### config.mk
export PLATFORM = sky130hd
export DESIGN_NAME = periodic_task_tick_scheduler_unit
export DESIGN_NICKNAME = d
export VERILOG_FILES = /design/src/hdl/ptts_pkg.sv /design/src/hdl/ptts_slot_mem.sv /design/src/hdl/ptts_ctrl.sv /design/src/hdl/periodic_task_tick_scheduler_unit.sv
export SDC_FILE = /design/constraint.sdc
export NUM_CORES = 2
export LEC_CHECK = 0
export BUFFER_PORTS_ARGS = -buffer_cell sky130_fd_sc_hd__buf_4
export CAP_MARGIN = 20
export CELL_PAD_IN_SITES_DETAIL_PLACEMENT = 2
export CELL_PAD_IN_SITES_GLOBAL_PLACEMENT = 2
export CORE_MARGIN = 2
export CORE_UTILIZATION = 42
export DETAILED_ROUTE_END_ITERATION = 10
export GPL_TIMING_DRIVEN = 0
export PLACE_DENSITY_LB_ADDON = 0.1
export SKIP_CTS_REPAIR_TIMING = 1
export SYNTH_ARGS = -nofsm -noshare
export SYNTH_HDL_FRONTEND = slang
export SYNTH_SLANG_ARGS = --single-unit
### constraint.sdc
create_clock -name clock -period 21.8 [get_ports clock]
set_input_delay 6.54 -clock clock [delete_from_list [all_inputs] [get_ports clock]]
set_output_delay 6.54 -clock clock [all_outputs]
set_load 0.1 [all_outputs]
### src/hdl/ptts_pkg.sv
// Shared types and constants for the periodic task tick scheduler.
package ptts_pkg;

   localparam int SLOTS_DEFAULT = 16;

   localparam int OP_W      = 2;
   localparam int HANDLER_W = 16;
   localparam int PERIOD_W  = 32;
   localparam int COUNT_W   = 64;
   localparam int KIND_W    = 3;
   localparam int SLOT_W    = 4;

   localparam logic [OP_W-1:0] OP_TICK     = 2'd0;
   localparam logic [OP_W-1:0] OP_REGISTER = 2'd1;
   localparam logic [OP_W-1:0] OP_CLEAR    = 2'd2;

   localparam logic [KIND_W-1:0] KIND_REGISTERED = 3'd0;
   localparam logic [KIND_W-1:0] KIND_REJECTED   = 3'd1;
   localparam logic [KIND_W-1:0] KIND_FIRED      = 3'd2;
   localparam logic [KIND_W-1:0] KIND_DONE       = 3'd3;
   localparam logic [KIND_W-1:0] KIND_CLEARED    = 3'd4;

   typedef enum logic [1:0] {
      ST_IDLE,
      ST_ONE,
      ST_WALK,
      ST_DONE
   } state_type;

   typedef struct packed {
      logic [HANDLER_W-1:0] handler;
      logic [PERIOD_W-1:0]  period;
      logic [COUNT_W-1:0]   due;
   } entry_type;

   typedef struct packed {
      logic [KIND_W-1:0]    kind;
      logic [SLOT_W-1:0]    slot;
      logic [HANDLER_W-1:0] handler;
      logic [COUNT_W-1:0]   tick_count;
      logic                 last;
   } result_type;

endpackage

### src/hdl/ptts_slot_mem.sv
// Slot table memory: one write port, one read port, registered read data.
module ptts_slot_mem import ptts_pkg::*; #(
   parameter int SLOTS = SLOTS_DEFAULT,
   parameter int IW    = (SLOTS > 1) ? $clog2(SLOTS) : 1
) (
   input  logic            clock,
   input  logic            wr_en,
   input  logic [IW-1:0]   wr_addr,
   input  entry_type       wr_data,
   input  logic [IW-1:0]   rd_addr,
   output entry_type       rd_data
);

   entry_type mem [SLOTS];
   entry_type rd_data_ff;

   always_ff @(posedge clock) begin
      if (wr_en) begin
         mem[wr_addr] <= wr_data;
      end
      rd_data_ff <= mem[rd_addr];
   end

   assign rd_data = rd_data_ff;

endmodule

### src/hdl/ptts_ctrl.sv
// Sequencer: tick counter, slot used bits, register/clear handling and slot walk.
module ptts_ctrl import ptts_pkg::*; #(
   parameter int SLOTS = SLOTS_DEFAULT,
   parameter int IW    = (SLOTS > 1) ? $clog2(SLOTS) : 1
) (
   input  logic                 clock,
   input  logic                 reset,
   input  logic                 req_valid,
   output logic                 req_stall,
   input  logic [OP_W-1:0]      req_op,
   input  logic [HANDLER_W-1:0] req_handler_id,
   input  logic [PERIOD_W-1:0]  req_interval,
   input  logic                 out_ready,
   output logic                 res_valid,
   output result_type           res,
   output logic                 mem_we,
   output logic [IW-1:0]        mem_waddr,
   output entry_type            mem_wdata,
   output logic [IW-1:0]        mem_raddr,
   input  entry_type            mem_rdata
);

   localparam logic [IW-1:0] LAST = IW'(SLOTS - 1);
   localparam int XW = (IW > SLOT_W) ? IW : SLOT_W;

   state_type            state_ff, state_in;
   logic [COUNT_W-1:0]   count_ff, count_in;
   logic [SLOTS-1:0]     used_ff, used_in;
   logic [IW-1:0]        idx_ff, idx_in;
   logic [OP_W-1:0]      op_ff, op_in;
   logic [HANDLER_W-1:0] handler_ff, handler_in;
   logic [PERIOD_W-1:0]  interval_ff, interval_in;

   logic                 accept;
   logic                 have_free;
   logic [IW-1:0]        free_idx;
   logic                 fire;
   logic                 advance;
   logic [IW-1:0]        idx_next;
   logic [PERIOD_W-1:0]  period_eff;

   function automatic logic [SLOT_W-1:0] slot_field(input logic [IW-1:0] i);
      logic [XW-1:0] ext;
      ext = XW'(i);
      return ext[SLOT_W-1:0];
   endfunction

   assign accept = req_valid && !req_stall;

   // lowest free slot
   always_comb begin
      have_free = 1'b0;
      free_idx  = '0;
      for (int i = SLOTS - 1; i >= 0; i--) begin
         if (!used_ff[i]) begin
            have_free = 1'b1;
            free_idx  = IW'(i);
         end
      end
   end

   assign period_eff = (interval_ff == '0) ? PERIOD_W'(1) : interval_ff;
   assign fire       = used_ff[idx_ff] && (count_ff >= mem_rdata.due);
   assign advance    = !fire || out_ready;
   assign idx_next   = (idx_ff == LAST) ? '0 : idx_ff + 1'b1;

   always_comb begin
      state_in    = state_ff;
      count_in    = count_ff;
      used_in     = used_ff;
      idx_in      = idx_ff;
      op_in       = op_ff;
      handler_in  = handler_ff;
      interval_in = interval_ff;
      req_stall   = (state_ff != ST_IDLE);
      res_valid   = 1'b0;
      res         = '{kind: KIND_REJECTED, slot: '0, handler: '0,
                      tick_count: count_ff, last: 1'b1};
      mem_we      = 1'b0;
      mem_waddr   = free_idx;
      mem_wdata   = '{handler: handler_ff, period: period_eff,
                      due: count_ff + COUNT_W'(period_eff)};
      mem_raddr   = '0;

      case (state_ff)
         ST_IDLE: begin
            if (accept) begin
               op_in       = req_op;
               handler_in  = req_handler_id;
               interval_in = req_interval;
               if (req_op == OP_TICK) begin
                  count_in = count_ff + 1'b1;
                  idx_in   = '0;
                  state_in = ST_WALK;
               end else begin
                  state_in = ST_ONE;
               end
            end
         end
         ST_ONE: begin
            res_valid = 1'b1;
            case (op_ff)
               OP_REGISTER: begin
                  if (handler_ff != '0 && have_free) begin
                     res.kind    = KIND_REGISTERED;
                     res.slot    = slot_field(free_idx);
                     res.handler = handler_ff;
                     if (out_ready) begin
                        mem_we            = 1'b1;
                        used_in[free_idx] = 1'b1;
                     end
                  end
               end
               OP_CLEAR: begin
                  res.kind       = KIND_CLEARED;
                  res.tick_count = '0;
                  if (out_ready) begin
                     count_in = '0;
                     used_in  = '0;
                  end
               end
               default: ;
            endcase
            if (out_ready) begin
               state_in = ST_IDLE;
            end
         end
         ST_WALK: begin
            // rd_data holds entry idx_ff; prefetch the next one when moving on
            mem_raddr = advance ? idx_next : idx_ff;
            if (fire) begin
               res_valid   = 1'b1;
               res.kind    = KIND_FIRED;
               res.slot    = slot_field(idx_ff);
               res.handler = mem_rdata.handler;
               res.last    = 1'b0;
            end
            mem_we    = fire && out_ready;
            mem_waddr = idx_ff;
            mem_wdata = '{handler: mem_rdata.handler, period: mem_rdata.period,
                          due: count_ff + COUNT_W'(mem_rdata.period)};
            if (advance) begin
               idx_in = idx_next;
               if (idx_ff == LAST) begin
                  state_in = ST_DONE;
               end
            end
         end
         ST_DONE: begin
            res_valid = 1'b1;
            res.kind  = KIND_DONE;
            if (out_ready) begin
               state_in = ST_IDLE;
            end
         end
         default: begin
            state_in = ST_IDLE;
         end
      endcase
   end

   always_ff @(posedge clock) begin
      if (reset) begin
         state_ff <= ST_IDLE;
         count_ff <= '0;
         used_ff  <= '0;
      end else begin
         state_ff <= state_in;
         count_ff <= count_in;
         used_ff  <= used_in;
      end
   end

   always_ff @(posedge clock) begin
      idx_ff      <= idx_in;
      op_ff       <= op_in;
      handler_ff  <= handler_in;
      interval_ff <= interval_in;
   end

   // a walk writes back only the entry whose fired transfer goes out
   assert property (@(posedge clock) disable iff (reset)
      (state_ff == ST_WALK && mem_we) |-> (res_valid && out_ready && fire))
      else $error("walk write-back without fired transfer");

   assert property (@(posedge clock) disable iff (reset)
      (state_ff == ST_ONE && op_ff == OP_CLEAR && out_ready)
      |=> (used_ff == '0 && count_ff == '0))
      else $error("clear did not empty the table");

   assert property (@(posedge clock) disable iff (reset)
      (state_ff == ST_ONE && out_ready && res.kind == KIND_REGISTERED)
      |=> ($countones(used_ff) == $countones($past(used_ff)) + 1))
      else $error("register did not claim exactly one slot");

   assert property (@(posedge clock) disable iff (reset)
      (state_ff == ST_WALK && advance && idx_ff != LAST)
      |=> (state_ff == ST_WALK && idx_ff == IW'($past(idx_ff) + 1'b1)))
      else $error("slot walk skipped an entry");

endmodule

### src/hdl/periodic_task_tick_scheduler_unit.sv
// Register/clear/unknown op: result via ST_ONE and the output register.
// Tick: 1 result per due slot plus done; the walk reads one slot entry per cycle
// from the table memory, except while a fired result waits on an output stall.
// Items are taken one at a time; the next item is accepted once the last result
// is in the output register. Reset clears the counter and all slot used bits
// at once; the slot memory itself is not cleared.
module periodic_task_tick_scheduler_unit import ptts_pkg::*; #(
   parameter int SLOTS = SLOTS_DEFAULT
) (
   input  logic                 clock,
   input  logic                 reset,
   input  logic                 req_valid,
   output logic                 req_stall,
   input  logic [OP_W-1:0]      req_op,
   input  logic [HANDLER_W-1:0] req_handler_id,
   input  logic [PERIOD_W-1:0]  req_interval,
   output logic                 rsp_valid,
   input  logic                 rsp_stall,
   output logic [KIND_W-1:0]    rsp_kind,
   output logic [SLOT_W-1:0]    rsp_slot,
   output logic [HANDLER_W-1:0] rsp_fired_handler,
   output logic [COUNT_W-1:0]   rsp_tick_count,
   output logic                 rsp_last
);

   localparam int IW = (SLOTS > 1) ? $clog2(SLOTS) : 1;

   logic          out_ready;
   logic          res_valid;
   result_type    res;
   logic          mem_we;
   logic [IW-1:0] mem_waddr;
   entry_type     mem_wdata;
   logic [IW-1:0] mem_raddr;
   entry_type     mem_rdata;

   logic          rsp_valid_ff, rsp_valid_in;
   result_type    rsp_ff, rsp_in;

   ptts_ctrl #(.SLOTS(SLOTS), .IW(IW)) u_ctrl (
      .clock          (clock),
      .reset          (reset),
      .req_valid      (req_valid),
      .req_stall      (req_stall),
      .req_op         (req_op),
      .req_handler_id (req_handler_id),
      .req_interval   (req_interval),
      .out_ready      (out_ready),
      .res_valid      (res_valid),
      .res            (res),
      .mem_we         (mem_we),
      .mem_waddr      (mem_waddr),
      .mem_wdata      (mem_wdata),
      .mem_raddr      (mem_raddr),
      .mem_rdata      (mem_rdata)
   );

   ptts_slot_mem #(.SLOTS(SLOTS), .IW(IW)) u_mem (
      .clock   (clock),
      .wr_en   (mem_we),
      .wr_addr (mem_waddr),
      .wr_data (mem_wdata),
      .rd_addr (mem_raddr),
      .rd_data (mem_rdata)
   );

   // output register: loads whenever it is empty or its transfer completes
   assign out_ready = !rsp_valid_ff || !rsp_stall;

   always_comb begin
      rsp_valid_in = rsp_valid_ff;
      rsp_in       = rsp_ff;
      if (out_ready) begin
         rsp_valid_in = res_valid;
         rsp_in       = res;
      end
   end

   always_ff @(posedge clock) begin
      if (reset) begin
         rsp_valid_ff <= 1'b0;
      end else begin
         rsp_valid_ff <= rsp_valid_in;
      end
   end

   always_ff @(posedge clock) begin
      rsp_ff <= rsp_in;
   end

   assign rsp_valid         = rsp_valid_ff;
   assign rsp_kind          = rsp_ff.kind;
   assign rsp_slot          = rsp_ff.slot;
   assign rsp_fired_handler = rsp_ff.handler;
   assign rsp_tick_count    = rsp_ff.tick_count;
   assign rsp_last          = rsp_ff.last;

endmodule
Yosys cells after proc, flatten, opt, wreduce, memory -nomap -nowiden
Memories as Yosys holds them, arrays and structs flattened. A register that Yosys moved wholly into a read port is not among the register bits.
Cells that the tools add are included.
{ "totals": {"regBits": 225, "ramBits": 1792, "input_bits": 54, "output_inout_bits": 90, "word_cells": 141, "n_memories": 1} }
{ "classes": {"addsub": 4, "magnitude_cmp": 4, "n_eq_ne": 16, "n_mux": 77, "bitwise_logic": 1, "reduce_logical": 25} }
{ "mem_list": {"columns": ["memory", "depth", "word_bits", "read_ports", "rd_ports_with_merged_regs", "wr", "line_no", "source"], "rows": [
  ["u_mem.mem", 16, 112, 1, 1, 1, "ptts_slot_mem.sv:14", "entry_type mem [SLOTS];"]
]} }
{ "ops": {"columns": ["operator", "n"], "rows": [
  ["2-to-1 mux 64 bit", 6],
  ["adder 64 x 32 -> 64 bit", 2],
  ["one-hot mux 64 bit (2 select lines)", 1],
  ["2-to-1 mux 112 bit", 1],
  ["2-to-1 mux 4 bit", 22],
  ["adder 64 x 1 -> 64 bit (second input constant)", 1],
  [">= comparator 64 bit", 1],
  ["2-to-1 mux 16 bit", 3],
  ["one-hot mux 20 bit (2 select lines)", 1],
  ["logical NOT 32 bit", 1],
  ["2-to-1 mux 32 bit", 1],
  ["one-hot mux 16 bit (2 select lines)", 1],
  ["2-to-1 mux 1 bit", 25],
  ["2-to-1 mux 22 bit", 1],
  ["2-to-1 mux 21 bit", 1],
  ["2-to-1 mux 20 bit", 1],
  ["!= test 2 x 1 -> 1 bit (second input constant)", 9],
  ["bitwise OR 16 bit", 1],
  ["nonzero test 16 bit", 1],
  ["< comparator 4 x 5 -> 1 bit (second input constant)", 2],
  ["2-to-1 mux 2 bit", 5],
  ["AND reduction 5 bit", 2],
  ["one-hot mux 3 bit (3 select lines)", 1],
  ["one-hot mux 4 bit (2 select lines)", 1],
  ["other kinds (20)", 36]
]} }

Longest topological paths before layout
{ "logic_depth": {"word_depth": 24, "depth_mapped": 19, "depth_no_buf": 17} }

By module
From an unflattened synthesis, not the netlist that was laid out.
{ "hier_totals": {"cells_unflattened": 4302, "hier_area_um2": 82836.9} }
{ "by_module_without_submodules": {"columns": ["mod", "instances", "cells_each", "area_each_um2", "seq_area_each_um2"], "rows": [
  ["ptts_slot_mem", 1, 2864, 69168.8, 56053.8],
  ["ptts_ctrl", 1, 1346, 10993.0, 3263.1],
  ["periodic_task_tick_scheduler_unit", 1, 92, 2675.1, 2662.6]
]} }

Worst setup path after synthesis
Ideal clock, no wire load.
{ "synth_timing": {"path_kind": "input -> register", "startpoint": "input port rsp_stall", "endpoint": "memory u_mem.mem[10][0] in the netlist's numbering, enable pin", "setup_time_ps": 897, "arrival_ps": 20834, "required_ps": 20903, "path_slack_ps": 69, "cell_stages": 5, "path_buffers": 1, "path_cell_list": "and2_1 > clkbuf_1 > inv_1 > o211ai_1 > nor4b_1"} }
{ "synth_between": {"elab_chain_cells": 8, "elab_cells_between_ends": 9, "cone_classes": "mux: 6; reduce/logical: 3"} }
{ "synth_rtl": {"columns": ["item", "line_no", "source"], "rows": [
  ["start, declared", "periodic_task_tick_scheduler_unit.sv:18", "input logic rsp_stall,"],
  ["logical NOT 1 bit (*)", "periodic_task_tick_scheduler_unit.sv:68", "assign out_ready = !rsp_valid_ff || !rsp_stall;"],
  ["logical OR 1 bit (*)", "periodic_task_tick_scheduler_unit.sv:68", null],
  ["net out_ready", "periodic_task_tick_scheduler_unit.sv:28", "logic out_ready;"],
  ["2-to-1 mux 1 bit", "ptts_ctrl.sv:108", "if (out_ready) begin"],
  ["2-to-1 mux 1 bit", "ptts_ctrl.sv:104", "if (handler_ff != '0 && have_free) begin"],
  ["2-to-1 mux 1 bit", "ptts_ctrl.sv:102", "case (op_ff)"],
  ["one-hot mux 1 bit (2 select lines) (*)", "ptts_ctrl.sv:85", "case (state_ff)"],
  ["2-to-1 mux 1 bit (*)", "ptts_slot_mem.sv:18", "if (wr_en) begin"],
  ["2-to-1 mux 1 bit (implied by the code) (*)", "ptts_slot_mem.sv:19", "mem[wr_addr] <= wr_data;"],
  ["end, declared", "ptts_slot_mem.sv:14", null]
]} }
Mark *: on every way through the listed nets, which the timed path passes. The rest lies on a longest branch.

Worst setup path in the final report
{ "layout_timing": {"startpoint": "input port rsp_stall", "endpoint": "register u_mem.rd_data[70] (netlist name)"} }
{ "layout_between": {"elab_chain_cells": 5} }
{ "layout_rtl": {"columns": ["item", "line_no", "source"], "rows": [
  ["logical NOT 1 bit", "periodic_task_tick_scheduler_unit.sv:68", null],
  ["logical OR 1 bit", "periodic_task_tick_scheduler_unit.sv:68", null],
  ["logical OR 1 bit", "ptts_ctrl.sv:64", "assign advance = !fire || out_ready;"],
  ["2-to-1 mux 4 bit", null, null],
  ["2-to-1 mux 4 bit", "ptts_ctrl.sv:85", null]
]} }
No other way between the ends.
A chain may end at the register's enable or synchronous reset.

==> out/qor.yml <==
run_status:
  status: "complete, no violations"
worst_setup_path:
  slowest_stage: "nor3_4"
  crit_path_cell_trace: "buf_4, and2_1, clkbuf_1, and3_4, a32o_1, nor3_4, nor2_2, inv_2, clkbuf_1, buf_8, clkbuf_1, nand2_1, a311oi_1, or4_1"
  crit_path_frequent_cell: "clkbuf_1"
  critPathMaxFanout: 10
  end_kind: "flop"
  critPathMaxStageDelay_ns: 0.95
  crit_path_start_kind: "primary input"
  cp.arrival_ns: 11.61
  worstPathRequired_ns: 22.62
  crit_type: "primary input to flop"
sta:
  tightestPinTransition_ns: 1.255
  hold_viol: 0
  setup_violations: 0
  period_share_pct: 49.49
  slew_headroom_pct: 16.16
  fmax_ghz: 0.09270
  drv_slew: 0
  setup-tns-final_ns: 0
  finalCriticalPeriod_ns: 10.79
  finalClockSkew_ns: 0.03655
  rsz0062_at_grt: "false"
  hold_slack_ns: 0.5105
final_layout:
  nets: 6707
  area_growth_pct: 18.17
  drive_gt1_share_pct: 15.92
  fin_cells: 9424
detailed_routing:
  wl_per_cell_um: 34.11
  antenna_left: 0
  drc: 0
  drtPass1Iterations: 6
  initialDrtViolationCount: 5878
  wirelength_um: 321400
  via_count: 57410
  vias_per_cell: 6.092
floorplan:
  fp.dieH_um: 454.7
  fp-row-count: 165
  dieArea_um2: 206700
  start_util_pct: 42.21
  ios: 144
  die_w_um: 454.7
  core_area_um2: 202100
logic_synthesis:
  synth_cell_type_count: 73
  synth.yosys.warnings: 0
  synth_area_um2: 85310
  synth_area_per_cell_um2: 14.73
  seq_area_frac_synth_pct: 72.65
  ys.flop_type: "edfxtp_1"
  synthCells: 5791
  synthArstFlopShare_pct: 0
  synthesis.nets: 5949
  ys_seq_elements: 2129
  synth_edf_count: 1934
clock_network:
  numCtsBuffers: 224
  htree_num_levels: 4
  worstSkewPairLatency_ns: 0.89
  cts_tree: "yes"
  cts.sinks: 2129
  path_clk_slew_ns: 0.06
  root_buffer: "clkbuf_16"
  clock_path_buffers: 3
global_routing:
  grt_max_degree: 60
  track_usage_pct: 30.89
  overflow: 0
  grt_pass1_wl_um: 459600
  grt_pass1_vias: 62040
  antenna_found_initial: 25
place:
  port_buffers: 143
  dpl.hpwl_um: 226800
  place_inst: 8985
  place_congestion: 0.8701
power:
  vdd_drop_max_v: 0.00009251
  p_total_mw: 12.09
  leakagePower_nw: 35.98
  power_density_nw_per_um2: 119.9
min_path:
  hp-class: "flop to flop"
flow_run:
  maxCapViolCount: 0
metrics by stage:
| step | cell area (µm²) | util (%) | worst slack (ns) |
|---|---|---|---|
| final | 100800 | 49.88 | 11.01 |
| after global routing | 100800 | 49.88 | 10.85 |
| after CTS | 100700 | 49.84 | 11.14 |
| after detailed placement | 93030 | 46.03 | 10.18 |
| after global placement | 89730 | 44.39 | -16.18 |
| after floorplan | 85310 | - | 0.06920 |
synth_stat cells, types with 6 or more instances:
cell type / count / share of area (%)
and3_1: 24 / 0.18
and2_1: 73 / 0.54
ha_1: 103 / 1.5
o21ai_0: 44 / 0.26
nand4_1: 28 / 0.21
or4_1: 114 / 1.0
xnor2_1: 58 / 0.60
a21oi_1: 300 / 1.8
nor3_1: 17 / 0.10
nand2b_1: 9 / 0.066
dfxtp_1: 195 / 4.6
edfxtp_1: 1934 / 68
nor4_1: 31 / 0.23
nor2b_1: 28 / 0.21
nor2_1: 126 / 0.55
nand3_1: 36 / 0.21
a311oi_1: 225 / 2.3
a31oi_1: 10 / 0.073
xor2_1: 53 / 0.54
a211oi_1: 228 / 2.0
inv_1: 91 / 0.40
buf_1: 21 / 0.092
o31ai_1: 6 / 0.053
or3_1: 14 / 0.10
o211ai_1: 11 / 0.097
a21o_1: 30 / 0.26
mux2_2: 48 / 0.63
o21a_1: 10 / 0.088
clkbuf_1: 298 / 1.3
a32oi_1: 19 / 0.20
buf_2: 62 / 0.36
a221oi_1: 227 / 2.3
and4_1: 13 / 0.13
nand2_1: 776 / 3.4
mux2i_1: 226 / 2.7
nor3b_1: 226 / 2.0
buf_6: 10 / 0.13
report_power, final:
part / internal (mW) / switching, mW
Sequential: 4.97 / 0.0946
Clock: 2.36 / 1.69
Combinational: 0.692 / 2.29
Total: 8.02 / 4.07
flip-flops by register name, summed over array words and instances, names as in the netlist, 3 cells and up:
name / count
rsp_fired_handler: 16
rsp_kind: 3
rsp_slot: 4
rsp_tick_count: 64
u_ctrl.count_ff: 64
u_ctrl.handler_ff: 16
u_ctrl.idx_ff: 4
u_ctrl.interval_ff: 32
u_ctrl.used_ff: 16
u_mem.mem: 1792
u_mem.rd_data: 112
per-layer routing:
metal / global-route usage (%) / vias up / wire (µm)
li1: - / 24190 / -
met1: 41.70 / 30730 / 135600
met2: 50.40 / 2017 / 153600
met3: 4.431 / 475 / 18770
met4: 12.19 / 4 / 13450
met5: 0 / - / 32
worst max-delay path: cells and delay by family:
kind | cells | cell delay (ns)
AND/OR/NAND/NOR | 6 | 1.97
buffers and inverters | 6 | 1.98
AO/OA/AOI/OAI | 2 | 1.07
placed cells by master, fill, tap and decap left out, types with 21 or more instances in the layout:
cell       synthesis  routed
nor3b_1          226     226
buf_6             10      35
a311oi_1         225     225
mux2i_1          226     226
xnor2_1           58      51
clkinv_1           1      22
bufinv_16          0      29
a221oi_1         227     227
buf_4              2     493
clkbuf_8           0      33
ha_1             103     103
inv_1             91      90
buf_1             21      21
o21ai_0           44      43
clkbuf_16          0     226
clkinv_2           0      55
nor2_1           126     125
nand4_1           28      28
and2_1            73      72
and3_1            24      24
nand2_1          776     776
mux2_2            48      48
buf_2             62      65
a211oi_1         228     228
dfxtp_1          195     195
nor2b_1           28      28
nand3_1           36      36
xor2_1            53      53
edfxtp_1        1934    1934
clkbuf_1         298     332
a21o_1            30      30
or4_1            114     114
a21oi_1          300     299
final timing paths:
| kind | from | endpoint | slack [ns] | cells past startpoint |
|---|---|---|---|---|
| worst min-delay path | u_ctrl.used_ff[7] | u_ctrl.used_ff[7] | 0.51 | 2 |
| worst min register to register | u_ctrl.used_ff[7] | u_ctrl.used_ff[7] | 0.51 | 2 |
| worst max-delay path | rsp_stall | u_mem.rd_data[70] | 11.01 | 14 |
| worst max register to register | u_ctrl.state_ff[0] | u_mem.mem[15][61] | 13.59 | 18 |
final cells by class:
type	count	area, µm²
inverters	94	355.3
fillers	18730	101300
repair buffers	532	4238
plain buffers	393	1648
flip-flops and latches	2129	61980
multi-input cells	3175	21540
well taps	2672	3343
clock buffers	303	6275
diodes	5	12.51
clock inverters	121	1423
kinds of logic after synthesis:
logic type | Yosys count | synth area share (%)
AOI/OAI and AO/OA | 1148 | 9.821
xor gates and xnor gates | 111 | 1.140
adders and majority gates | 104 | 1.534
buffers and inverters | 487 | 2.330
DFF | 2129 | 72.65
muxes | 280 | 3.430
and+or+nand+nor | 1532 | 9.093
Power figures use the tool's default switching activity.
